==> config.mk <==
export PLATFORM = sky130hd
export DESIGN_NAME = addressed_frame_receiver
export DESIGN_NICKNAME = d
export VERILOG_FILES = /design/src/hw/rtl/afr_pkg.sv /design/src/hw/rtl/afr_front.sv /design/src/hw/rtl/afr_back.sv /design/src/hw/rtl/addressed_frame_receiver.sv
export SDC_FILE = /design/constraint.sdc
export NUM_CORES = 1
export LEC_CHECK = 0
export ABC_AREA = 1
export BUFFER_PORTS_ARGS = -buffer_cell sky130_fd_sc_hd__buf_4
export CAP_MARGIN = 10
export CORE_ASPECT_RATIO = 0.9
export CORE_UTILIZATION = 55
export DETAILED_ROUTE_END_ITERATION = 10
export PLACE_DENSITY = 0.75
export RECOVER_POWER = 25
export SLEW_MARGIN = 20
export SYNTH_ARGS = -nofsm -noshare
export SYNTH_HDL_FRONTEND = slang
export SYNTH_SLANG_ARGS = --single-unit
==> constraint.sdc <==
create_clock -name clock -period 2.6 [get_ports clock]
set_input_delay 0.26 -clock clock [delete_from_list [all_inputs] [get_ports clock]]
set_output_delay 0.26 -clock clock [all_outputs]
set_load 0.01 [all_outputs]
==> src/hw/rtl/afr_pkg.sv <==
// Shared types, codes and constants for the addressed frame receiver.
`timescale 1ns / 1ps
`default_nettype none
package afr_pkg;

   // Default frame buffer depth
   localparam int BUFFER_DEPTH_DEFAULT = 16;

   // Command codes on the request channel
   localparam logic [1:0] CMD_CHAR  = 2'd0;
   localparam logic [1:0] CMD_REARM = 2'd1;
   localparam logic [1:0] CMD_READ  = 2'd2;

   // Decoded operations carried through the queue
   localparam logic [1:0] OP_NOP   = 2'd0;
   localparam logic [1:0] OP_CHAR  = 2'd1;
   localparam logic [1:0] OP_REARM = 2'd2;
   localparam logic [1:0] OP_READ  = 2'd3;

   // Response status codes
   localparam logic [2:0] ST_IGNORED = 3'd0;
   localparam logic [2:0] ST_HEADER  = 3'd1;
   localparam logic [2:0] ST_STORED  = 3'd2;
   localparam logic [2:0] ST_OK      = 3'd3;
   localparam logic [2:0] ST_CSERR   = 3'd4;
   localparam logic [2:0] ST_REARM   = 3'd5;
   localparam logic [2:0] ST_READ    = 3'd6;

   // Node address after reset
   localparam logic [3:0] NODE_ADDRESS_RESET = 4'd3;

   typedef struct packed {
      logic [1:0] cmd;
      logic [7:0] rx_byte;
      logic       ninth_bit;
      logic [3:0] read_index;
   } req_type;

   typedef struct packed {
      logic [2:0] status;
      logic       message_ready;
      logic [7:0] read_data;
      logic [7:0] running_sum;
   } rsp_type;

   // One queued item after classification
   typedef struct packed {
      logic [1:0] op;
      logic [7:0] rx_byte;
      logic       ninth_bit;
      logic [3:0] read_index;
   } queue_entry_type;

endpackage
`default_nettype wire

==> src/hw/rtl/afr_front.sv <==
// Front end: accepts request items, decodes the command and queues them.
`timescale 1ns / 1ps
`default_nettype none
module afr_front
   import afr_pkg::*;
(
   input  wire logic            clock,
   input  wire logic            reset,
   input  wire logic            req_valid,
   output logic                 req_ready,
   input  wire req_type         req_data,
   output logic                 q_valid,
   output queue_entry_type      q_entry,
   input  wire logic            q_pop
);

   queue_entry_type entry_ff [2];
   logic            wr_ptr_ff, wr_ptr_in;
   logic            rd_ptr_ff, rd_ptr_in;
   logic [1:0]      count_ff, count_in;
   queue_entry_type push_entry;
   logic            push;

   // Classify the command
   always_comb begin
      push_entry.rx_byte    = req_data.rx_byte;
      push_entry.ninth_bit  = req_data.ninth_bit;
      push_entry.read_index = req_data.read_index;
      case (req_data.cmd)
         CMD_CHAR:  push_entry.op = OP_CHAR;
         CMD_REARM: push_entry.op = OP_REARM;
         CMD_READ:  push_entry.op = OP_READ;
         default:   push_entry.op = OP_NOP;
      endcase
   end

   assign req_ready = (count_ff != 2'd2);
   assign push      = req_valid && req_ready;
   assign q_valid   = (count_ff != 2'd0);
   assign q_entry   = entry_ff[rd_ptr_ff];

   // Pointer and fill count update
   always_comb begin
      wr_ptr_in = push ? ~wr_ptr_ff : wr_ptr_ff;
      rd_ptr_in = q_pop ? ~rd_ptr_ff : rd_ptr_ff;
      count_in  = count_ff + {1'b0, push} - {1'b0, q_pop};
   end

   always_ff @(posedge clock) begin
      if (reset) begin
         wr_ptr_ff <= 1'b0;
         rd_ptr_ff <= 1'b0;
         count_ff  <= 2'd0;
      end else begin
         wr_ptr_ff <= wr_ptr_in;
         rd_ptr_ff <= rd_ptr_in;
         count_ff  <= count_in;
      end
   end

   // Queue storage, no reset needed
   always_ff @(posedge clock) begin
      if (push) begin
         entry_ff[wr_ptr_ff] <= push_entry;
      end
   end

endmodule
`default_nettype wire

==> src/hw/rtl/afr_back.sv <==
// Back end: frame state machine, frame buffer, checksum and response register.
`timescale 1ns / 1ps
`default_nettype none
module afr_back
   import afr_pkg::*;
#(
   parameter int BUFFER_DEPTH = BUFFER_DEPTH_DEFAULT
)
(
   input  wire logic            clock,
   input  wire logic            reset,
   input  wire logic            q_valid,
   input  wire queue_entry_type q_entry,
   output logic                 q_pop,
   input  wire logic            csr_valid,
   output logic                 csr_ready,
   input  wire logic [3:0]      csr_data,
   output logic                 rsp_valid,
   input  wire logic            rsp_ready,
   output rsp_type              rsp_data
);

   localparam int AW = $clog2(BUFFER_DEPTH);

   logic [7:0]    frame_mem [BUFFER_DEPTH];

   logic [3:0]    node_address_ff;
   logic [4:0]    remaining_ff, remaining_in;
   logic [7:0]    sum_ff, sum_in;
   logic [4:0]    write_index_ff, write_index_in;
   logic          ready_ff, ready_in;
   logic          filter_ff, filter_in;

   logic          rsp_valid_ff;
   logic [2:0]    status_ff, status_in;
   logic          is_read_ff;
   logic [7:0]    mem_rd_ff;

   logic          wr_en;
   logic [4:0]    wr_addr;
   logic [4:0]    remaining_dec;

   assign csr_ready = 1'b1;
   assign q_pop     = q_valid && (!rsp_valid_ff || rsp_ready);

   // Execute one item against the frame state
   always_comb begin
      remaining_in   = remaining_ff;
      sum_in         = sum_ff;
      write_index_in = write_index_ff;
      ready_in       = ready_ff;
      filter_in      = filter_ff;
      status_in      = ST_IGNORED;
      wr_en          = 1'b0;
      wr_addr        = write_index_ff;
      remaining_dec  = remaining_ff - 5'd1;
      case (q_entry.op)
         OP_CHAR: begin
            if (filter_ff && !q_entry.ninth_bit) begin
               status_in = ST_IGNORED;
            end else if (remaining_ff != 5'd0) begin
               remaining_in = remaining_dec;
               if (remaining_dec == 5'd0) begin
                  if (sum_ff == q_entry.rx_byte) begin
                     ready_in  = 1'b1;
                     status_in = ST_OK;
                  end else begin
                     status_in = ST_CSERR;
                  end
               end else begin
                  // payload byte
                  sum_in    = sum_ff + q_entry.rx_byte;
                  wr_en     = (32'(write_index_ff) < BUFFER_DEPTH);
                  if (write_index_ff != 5'd31) begin
                     write_index_in = write_index_ff + 5'd1;
                  end
                  status_in = ST_STORED;
               end
            end else if (q_entry.rx_byte[3:0] != node_address_ff) begin
               status_in = ST_IGNORED;
            end else begin
               // header for this node: entry 0, length from high nibble
               filter_in      = 1'b0;
               remaining_in   = {1'b0, q_entry.rx_byte[7:4]} + 5'd1;
               sum_in         = q_entry.rx_byte;
               wr_en          = 1'b1;
               wr_addr        = 5'd0;
               write_index_in = 5'd1;
               status_in      = ST_HEADER;
            end
         end
         OP_REARM: begin
            ready_in     = 1'b0;
            filter_in    = 1'b1;
            remaining_in = 5'd0;
            status_in    = ST_REARM;
         end
         OP_READ: begin
            status_in = ST_READ;
         end
         default: begin
            status_in = ST_IGNORED;
         end
      endcase
   end

   // Control state and response handshake
   always_ff @(posedge clock) begin
      if (reset) begin
         node_address_ff <= NODE_ADDRESS_RESET;
         remaining_ff    <= 5'd0;
         sum_ff          <= 8'd0;
         write_index_ff  <= 5'd0;
         ready_ff        <= 1'b0;
         filter_ff       <= 1'b1;
         rsp_valid_ff    <= 1'b0;
      end else begin
         if (csr_valid) begin
            node_address_ff <= csr_data;
         end
         if (q_pop) begin
            remaining_ff   <= remaining_in;
            sum_ff         <= sum_in;
            write_index_ff <= write_index_in;
            ready_ff       <= ready_in;
            filter_ff      <= filter_in;
            rsp_valid_ff   <= 1'b1;
         end else if (rsp_ready) begin
            rsp_valid_ff <= 1'b0;
         end
      end
   end

   // Response payload
   always_ff @(posedge clock) begin
      if (q_pop) begin
         status_ff  <= status_in;
         is_read_ff <= (q_entry.op == OP_READ);
      end
   end

   // Frame buffer: one write and one registered read per item
   always_ff @(posedge clock) begin
      if (q_pop && wr_en) begin
         frame_mem[wr_addr[AW-1:0]] <= q_entry.rx_byte;
      end
      if (q_pop) begin
         mem_rd_ff <= frame_mem[q_entry.read_index[AW-1:0]];
      end
   end

   assign rsp_valid              = rsp_valid_ff;
   assign rsp_data.status        = status_ff;
   assign rsp_data.message_ready = ready_ff;
   assign rsp_data.read_data     = is_read_ff ? mem_rd_ff : 8'd0;
   assign rsp_data.running_sum   = sum_ff;

endmodule
`default_nettype wire

==> src/hw/rtl/addressed_frame_receiver.sv <==
// Top level of the addressed frame receiver: front queue and back end.
//
// Usage:
//   req_* carries one item per handshake: a received 9-bit character
//   (cmd 0), a rearm (cmd 1) or a buffer read (cmd 2). Every item gives
//   exactly one rsp_* item with status, message_ready, read_data and the
//   running checksum. csr_* writes the 4-bit node address; it is always
//   ready and is meant to be written while the block is idle.
//   Path: an item waits in the decode queue; once popped, its response
//   is held in the back end's response register until it is taken.
//   Throughput: one item per cycle, set by the back end, unless a
//   response held by a low rsp_ready stalls it; the back end updates
//   the count, checksum and buffer write together and reads the
//   16-entry buffer through one registered port.
//   Reset: filtering on, no frame, checksum zero, node address 3; the
//   buffer contents are not cleared.
//   Stall: while rsp_ready is low the response register holds its item,
//   the two-entry queue fills, and req_ready drops once it is full.
`timescale 1ns / 1ps
`default_nettype none
module addressed_frame_receiver
   import afr_pkg::*;
#(
   parameter int BUFFER_DEPTH = BUFFER_DEPTH_DEFAULT
)
(
   input  wire logic       clock,
   input  wire logic       reset,
   input  wire logic       req_valid,
   output logic            req_ready,
   input  wire req_type    req_data,
   output logic            rsp_valid,
   input  wire logic       rsp_ready,
   output rsp_type         rsp_data,
   input  wire logic       csr_valid,
   output logic            csr_ready,
   input  wire logic [3:0] csr_data
);

   logic            q_valid;
   logic            q_pop;
   queue_entry_type q_entry;

   // Decode and queue
   afr_front u_front (
      .clock     (clock),
      .reset     (reset),
      .req_valid (req_valid),
      .req_ready (req_ready),
      .req_data  (req_data),
      .q_valid   (q_valid),
      .q_entry   (q_entry),
      .q_pop     (q_pop)
   );

   // Frame processing
   afr_back #(
      .BUFFER_DEPTH (BUFFER_DEPTH)
   ) u_back (
      .clock     (clock),
      .reset     (reset),
      .q_valid   (q_valid),
      .q_entry   (q_entry),
      .q_pop     (q_pop),
      .csr_valid (csr_valid),
      .csr_ready (csr_ready),
      .csr_data  (csr_data),
      .rsp_valid (rsp_valid),
      .rsp_ready (rsp_ready),
      .rsp_data  (rsp_data)
   );

endmodule
`default_nettype wire
# Yosys cells after proc, flatten, opt, wreduce, memory -nomap -nowiden
# Memories as Yosys holds them, arrays and structs flattened. A register that Yosys moved wholly into a read port is not among the register bits.
# Cells that the tools add are included.
totals:
  mem_count: 2
  reg_bits: 33
  ramBits: 158
  elab_cells: 106
  input_bits: 24
  out_inout_bits: 23
classes:
  n_mux: 45
  magnitude_cmp: 1
  n_reduce_logical: 18
  bitwise: 3
  eq_ne: 19
  addsub: 6
mem_list:
  columns: ["name", "depth", "word_bits", "read_ports", "rd_ports_with_merged_regs", "write_ports", "line", "source"]
  rows:
  - ["u_back.frame_mem", 16, 8, 1, 1, 1, "afr_back.sv:25", "logic [7:0] frame_mem [BUFFER_DEPTH];"]
  - ["u_front.entry_ff", 2, 15, 1, 1, 1, "afr_front.sv:17", "queue_entry_type entry_ff [2];"]
op_table:
  columns: ["op", "count"]
  rows:
  - ["$mux 5", 7]
  - ["$mux 8", 4]
  - ["$mux 1", 21]
  - ["$mux 4", 4]
  - ["$mux 3", 4]
  - ["$ne 2x2->1 const B", 6]
  - ["$reduce_and 6->1", 2]
  - ["$pmux 5 s2", 1]
  - ["$reduce_and 5->1", 2]
  - ["$pmux 3 s3", 1]
  - ["$add 8x8->8", 1]
  - ["$eq 8x8->1", 1]
  - ["$ne 2x1->1 const B", 4]
  - ["$eq 2x2->1 const B", 3]
  - ["$pmux 2 s3", 1]
  - ["$reduce_bool 2->1", 3]
  - ["$add 4x1->5 const B", 1]
  - ["$add 5x1->5 const B", 1]
  - ["$logic_not 5->1", 1]
  - ["$lt 5x5->1 const B", 1]
  - ["$ne 5x5->1 const B", 1]
  - ["$reduce_bool 5->1", 1]
  - ["$sub 5x1->5 const B", 1]
  - ["$eq 2x1->1 const B", 2]
  - ["other kinds (11)", 18]

# Depth between registers and ports, before layout
logic_depth:
  ltp_word: 9
  ltp_mapped: 16
  ltp_nobuf: 14

# Modules after synthesis
# A second synthesis with hierarchy kept.
hier_totals:
  cells_unflattened: 798
  hier_area_um2: 9002.4
modules_own_cells:
  columns: ["mod", "cells_per_inst", "instances", "area_per_inst_um2", "seq_area_each_um2"]
  rows:
  - ["afr_back", 713, 1, 7587.3, 4704.5]
  - ["afr_front", 85, 1, 1415.1, 1001.0]

# Worst setup path before layout
# OpenSTA, ideal clock, no wires.
synth_timing:
  path_kind: "register to register"
  from: "register with a tool-made name"
  to: "memory u_back.frame_mem[10][0] (enable)"
  n_path_buf: 1
  path_stages_with_launch: 14
  setup_slack_ps: -200
  setup_ps: 370
  period_less_slack_ps: 2800
  t_required_ps: 2230
  arrival_ps: 2430
  cell_sequence: "dfxtp_1 inv_2 buf_2 or2_2 o21ai_0 ha_1 o21ai_1 inv_2 nand2_2 nor2_4 nand2_2 nor2_4 nand2_1 nor2_1"
synth_lines:
  columns: ["item", "line"]
  rows:
  - ["to (decl)", "afr_back.sv:25"]

==> metrics.md <==
| Metric | Value |
|---|---|
| Status | finished clean |
| Ys flop type | edfxtp_1 |
| Clock root cell | clkbuf_16 |
| CP endpoint kind | flop |
| Input/output buffers | 45 |
| Worst Max-Slew Pin Slew | roughly 1.0 ns |
| Via count | approximately 6700 |
| GRT overflow | 0 |
| Setup TNS | 0 ns |
| Die height | around 120 um |
| Fraction of registers with async set/reset | 0 |
| Final-stage net count | 1005 |
| Ant diodes | 0 |
| Worst-path clk slew | approximately 0.07 ns |
| #FFs+latches synth | 200 |
| Reg-to-Reg End | u_back.frame_mem[0][5] |
| Fin. max-slew vios | 0 |
| Max Clk Rate | 0.402 GHz |
| DP HPWL | between 10 and 15 mm |
| Inserted Clock Buffers | 17 |
| Die width | between 100 and 150 um |
| Yosys top cell by area | edfxtp_1 |
| Vias per Instance | between 5 and 6 |
| R2R setup slack | 0.12 ns |
| Largest net degree at the start of global routing | slightly above 60 |
| Worst EP required | about 2.7 ns |
| Cell Count, Final, Fillers Out | 1179 |
| End of the critical path | u_back.frame_mem[0][5] |
| Drt total wl | ~22 mm |
| Peak supply drop | 0.707 mV |
| P_leak | 4.12 nW |
| Clock sink total | 200 |
| Synth Instances | just under 900 |
| Clock tree from TritonCTS | done |
| Sequential fraction of the synthesis area | 0.629 |
| Unique masters post-synth | 37 |
| GR Util All Layers | 0.273 |
| Finish-stage setup viols | 0 |
| Worst relative slew slack | 0.309 |
| I/O pins | 47 |
| Mean Syn Cell Area | 10.2 um2 |
| Clk_skew | 0.0128 ns |
| First-pass GRT wire length | about 33 mm |
| Crit path DAT | approximately 2.6 ns |
| DRC errors left | 0 |
| Vias in the first global route | 6206 |
| Synthesized cell area | around 9100 um2 |
| Post-synth EDFFs | 170 |
| Hold Vio Cnt, Final | 0 |
| Bufs on Longest Clock Path | 2 |
| Tcrit/Tclk final | 0.956 |
| Min Tclk post-route | about 2.5 ns |
| Final Instance Area | between 10000 and 15000 um2 |
| Crit path max fanout | 8 |
| Initial antenna violation count | 0 |
| WS Path Type | reg -> reg |
| Wire per inst | between 15 and 20 um |
| MaxCap Viol Count | 0 |
| HP Class | in -> reg |
| RSZ-0062 raised after global routing | yes |
| DR iter-0 viols | approximately 680 |
| Yosys warnings | 0 |
| Antenna Nets Post-Route | 0 |
| Area of the core | about 16000 um2 |
| Placer Congestion | roughly 0.87 |
| Total Die Area | 17000 um2 |
| H-tree depth | 4 |
| Layout cells sized above 1 | 0.155 |
| CP startpoint kind | flop |
| Starting Density | 0.563 |
| Post-Syn Nets | approximately 930 |
| Synth top area cells | edfxtp_1, dfxtp_1, nand2_1 |
| Pwr dens | about 1100 nW/um2 |
| Reg2reg path depth | 12 |
| Hold_sp | csr_data[1] |
| P&R area growth vs syn | 16.5% |
| Placed Instances | 1135 |
| Skew-Pair Late Insertion Delay | 0.44 ns |
| Placed Area | 9930 um2 |
| Pre-Repair DR Iteration Count | 5 |
| FP Rows | 44 |
| Area fraction of the dominant cell type after synthesis | 0.563 |
-- cells in the mapped netlist, types with 2 or more instances --
cell        n
nor2_4      2
o21ai_2     2
nand4_1     6
o21ai_0    65
dfxtp_1    30
ha_1       21
nand2_1   145
inv_2       4
or2_2       5
nor2_2      5
o21ai_1    36
buf_2      10
clkbuf_1   18
a21oi_1    87
nor2_1     75
nand3_2     2
o22ai_1     2
nand2_2     5
inv_1     104
buf_4       7
nand3_1    35
a31oi_1     2
o211ai_1   33
xor2_1      3
edfxtp_1  170
-- worst min-delay path by stage --
| stage | end | slack (ns) | cells after the start |
|---|---|---|---|
| floorplan | u_front.entry_ff[0][0] | 0.36 | 0 |
| global route | u_front.entry_ff[0][6] | 0.03 | 1 |
| finish | u_back.node_address_ff[1] | 0.03 | 3 |
| CTS | u_front.entry_ff[1][6] | 0.001 | 1 |
| global placement | u_front.rd_ptr_ff | 0.44 | 1 |
| detailed placement | flop | 0.44 | 1 |
-- flip-flops by register name, summed over array words and instances (netlist names), named ones only --
register and count:
u_back.ready_ff 1, u_back.is_read_ff 1, u_back.write_index_ff 5, u_back.remaining_ff 5
u_back.node_address_ff 4, u_back.mem_rd_ff 8, u_front.wr_ptr_ff 1, u_front.rd_ptr_ff 1
u_front.entry_ff 30, u_back.frame_mem 128, u_front.count_ff 2, u_back.status_ff 3
u_back.filter_ff 1, u_back.sum_ff 8, u_back.rsp_valid 1
-- placed cells by master (no fill, tap or decap), types with 4 or more instances in the layout --
cell type / synthesis / final
a21oi_1: 87 / 86
buf_4: 7 / 49
clkbuf_1: 18 / 22
clkbuf_16: 0 / 18
clkbuf_4: 0 / 9
dfxtp_1: 30 / 29
dlygate4sd3_1: 0 / 9
edfxtp_1: 170 / 170
ha_1: 21 / 20
inv_1: 104 / 104
inv_2: 4 / 4
nand2_1: 145 / 136
nand2_2: 5 / 10
nand2_4: 0 / 4
nand3_1: 35 / 34
nand4_1: 6 / 6
nor2_1: 75 / 57
nor2_2: 5 / 7
nor2_4: 2 / 18
o211ai_1: 33 / 33
o21ai_0: 65 / 59
o21ai_1: 36 / 40
o21ai_2: 2 / 4
or2_2: 5 / 5
-- power by group --
group	internal [W]	total, W	switching [W]
clock network	0.00136	0.00251	0.00114
logic	0.00144	0.00449	0.00305
registers	0.00408	0.00423	0.000150
-- cells by family (layout without fill, tap and decap cells) --
family,count (synthesis),in the layout,share of synthesized area
and+or+nand+nor,283,283,0.132
AOI/OAI and AO/OA,232,232,0.141
DFF,200,200,0.629
buffers and inverters,145,231,0.0642
adders and majority gates,22,22,0.0312
xor gates and xnor gates,3,3,0.00290
other,1,1,0.000413
-- through the flow --
stage          worst slack [ns]  hold slack, ns  utilization  power [W]
3_3_place_gp              0.106           0.437        0.616    0.00860
2_1_floorplan            0.0172           0.359            -    0.00709
3_5_place_dp             0.0256           0.445        0.616    0.00867
6_report                  0.115          0.0329        0.656     0.0112
4_1_cts                 0.00596         0.00112        0.655     0.0112
5_1_grt                 -0.0101          0.0265        0.656     0.0119
-- worst max-delay path: stages (launching register included) --
cell and delay (ns):
dfxtp_4 0.37, inv_2 0.05, or2_2 0.27, o21ai_2 0.10, ha_2 0.22, o21ai_1 0.10
inv_2 0.10, nand2_2 0.09, nor2_4 0.11, nand2_2 0.08, nor2_4 0.24, nand2_4 0.17
nor2_4 0.26
-- repair_timing --
action | CTS | global route
hold endpoints to repair | 14 | 3
setup endpoints to repair | 21 | 140
buffers inserted | 0 | 3
pin swaps | 3 | 11
hold buffers | 7 | 2
resized for setup | 0 | 15
-- layer usage --
metal	routed length (um)	track usage
met2	9970	0.414
met4	389	0.0948
met3	1740	0.0606
met1	9630	0.387
met5	0	0
-- cell type report --
class,count,area [um2]
Inverter,109,409
Clock inverter,9,65.1
Sequential cell,200,5710
Clock buffer,23,499
Timing Repair Buffer,90,661
Fill cell,1217,5560
Multi-Input combinational cell,541,2970
Tap cell,207,259
No activity file was read; power rests on OpenSTA's default activity.
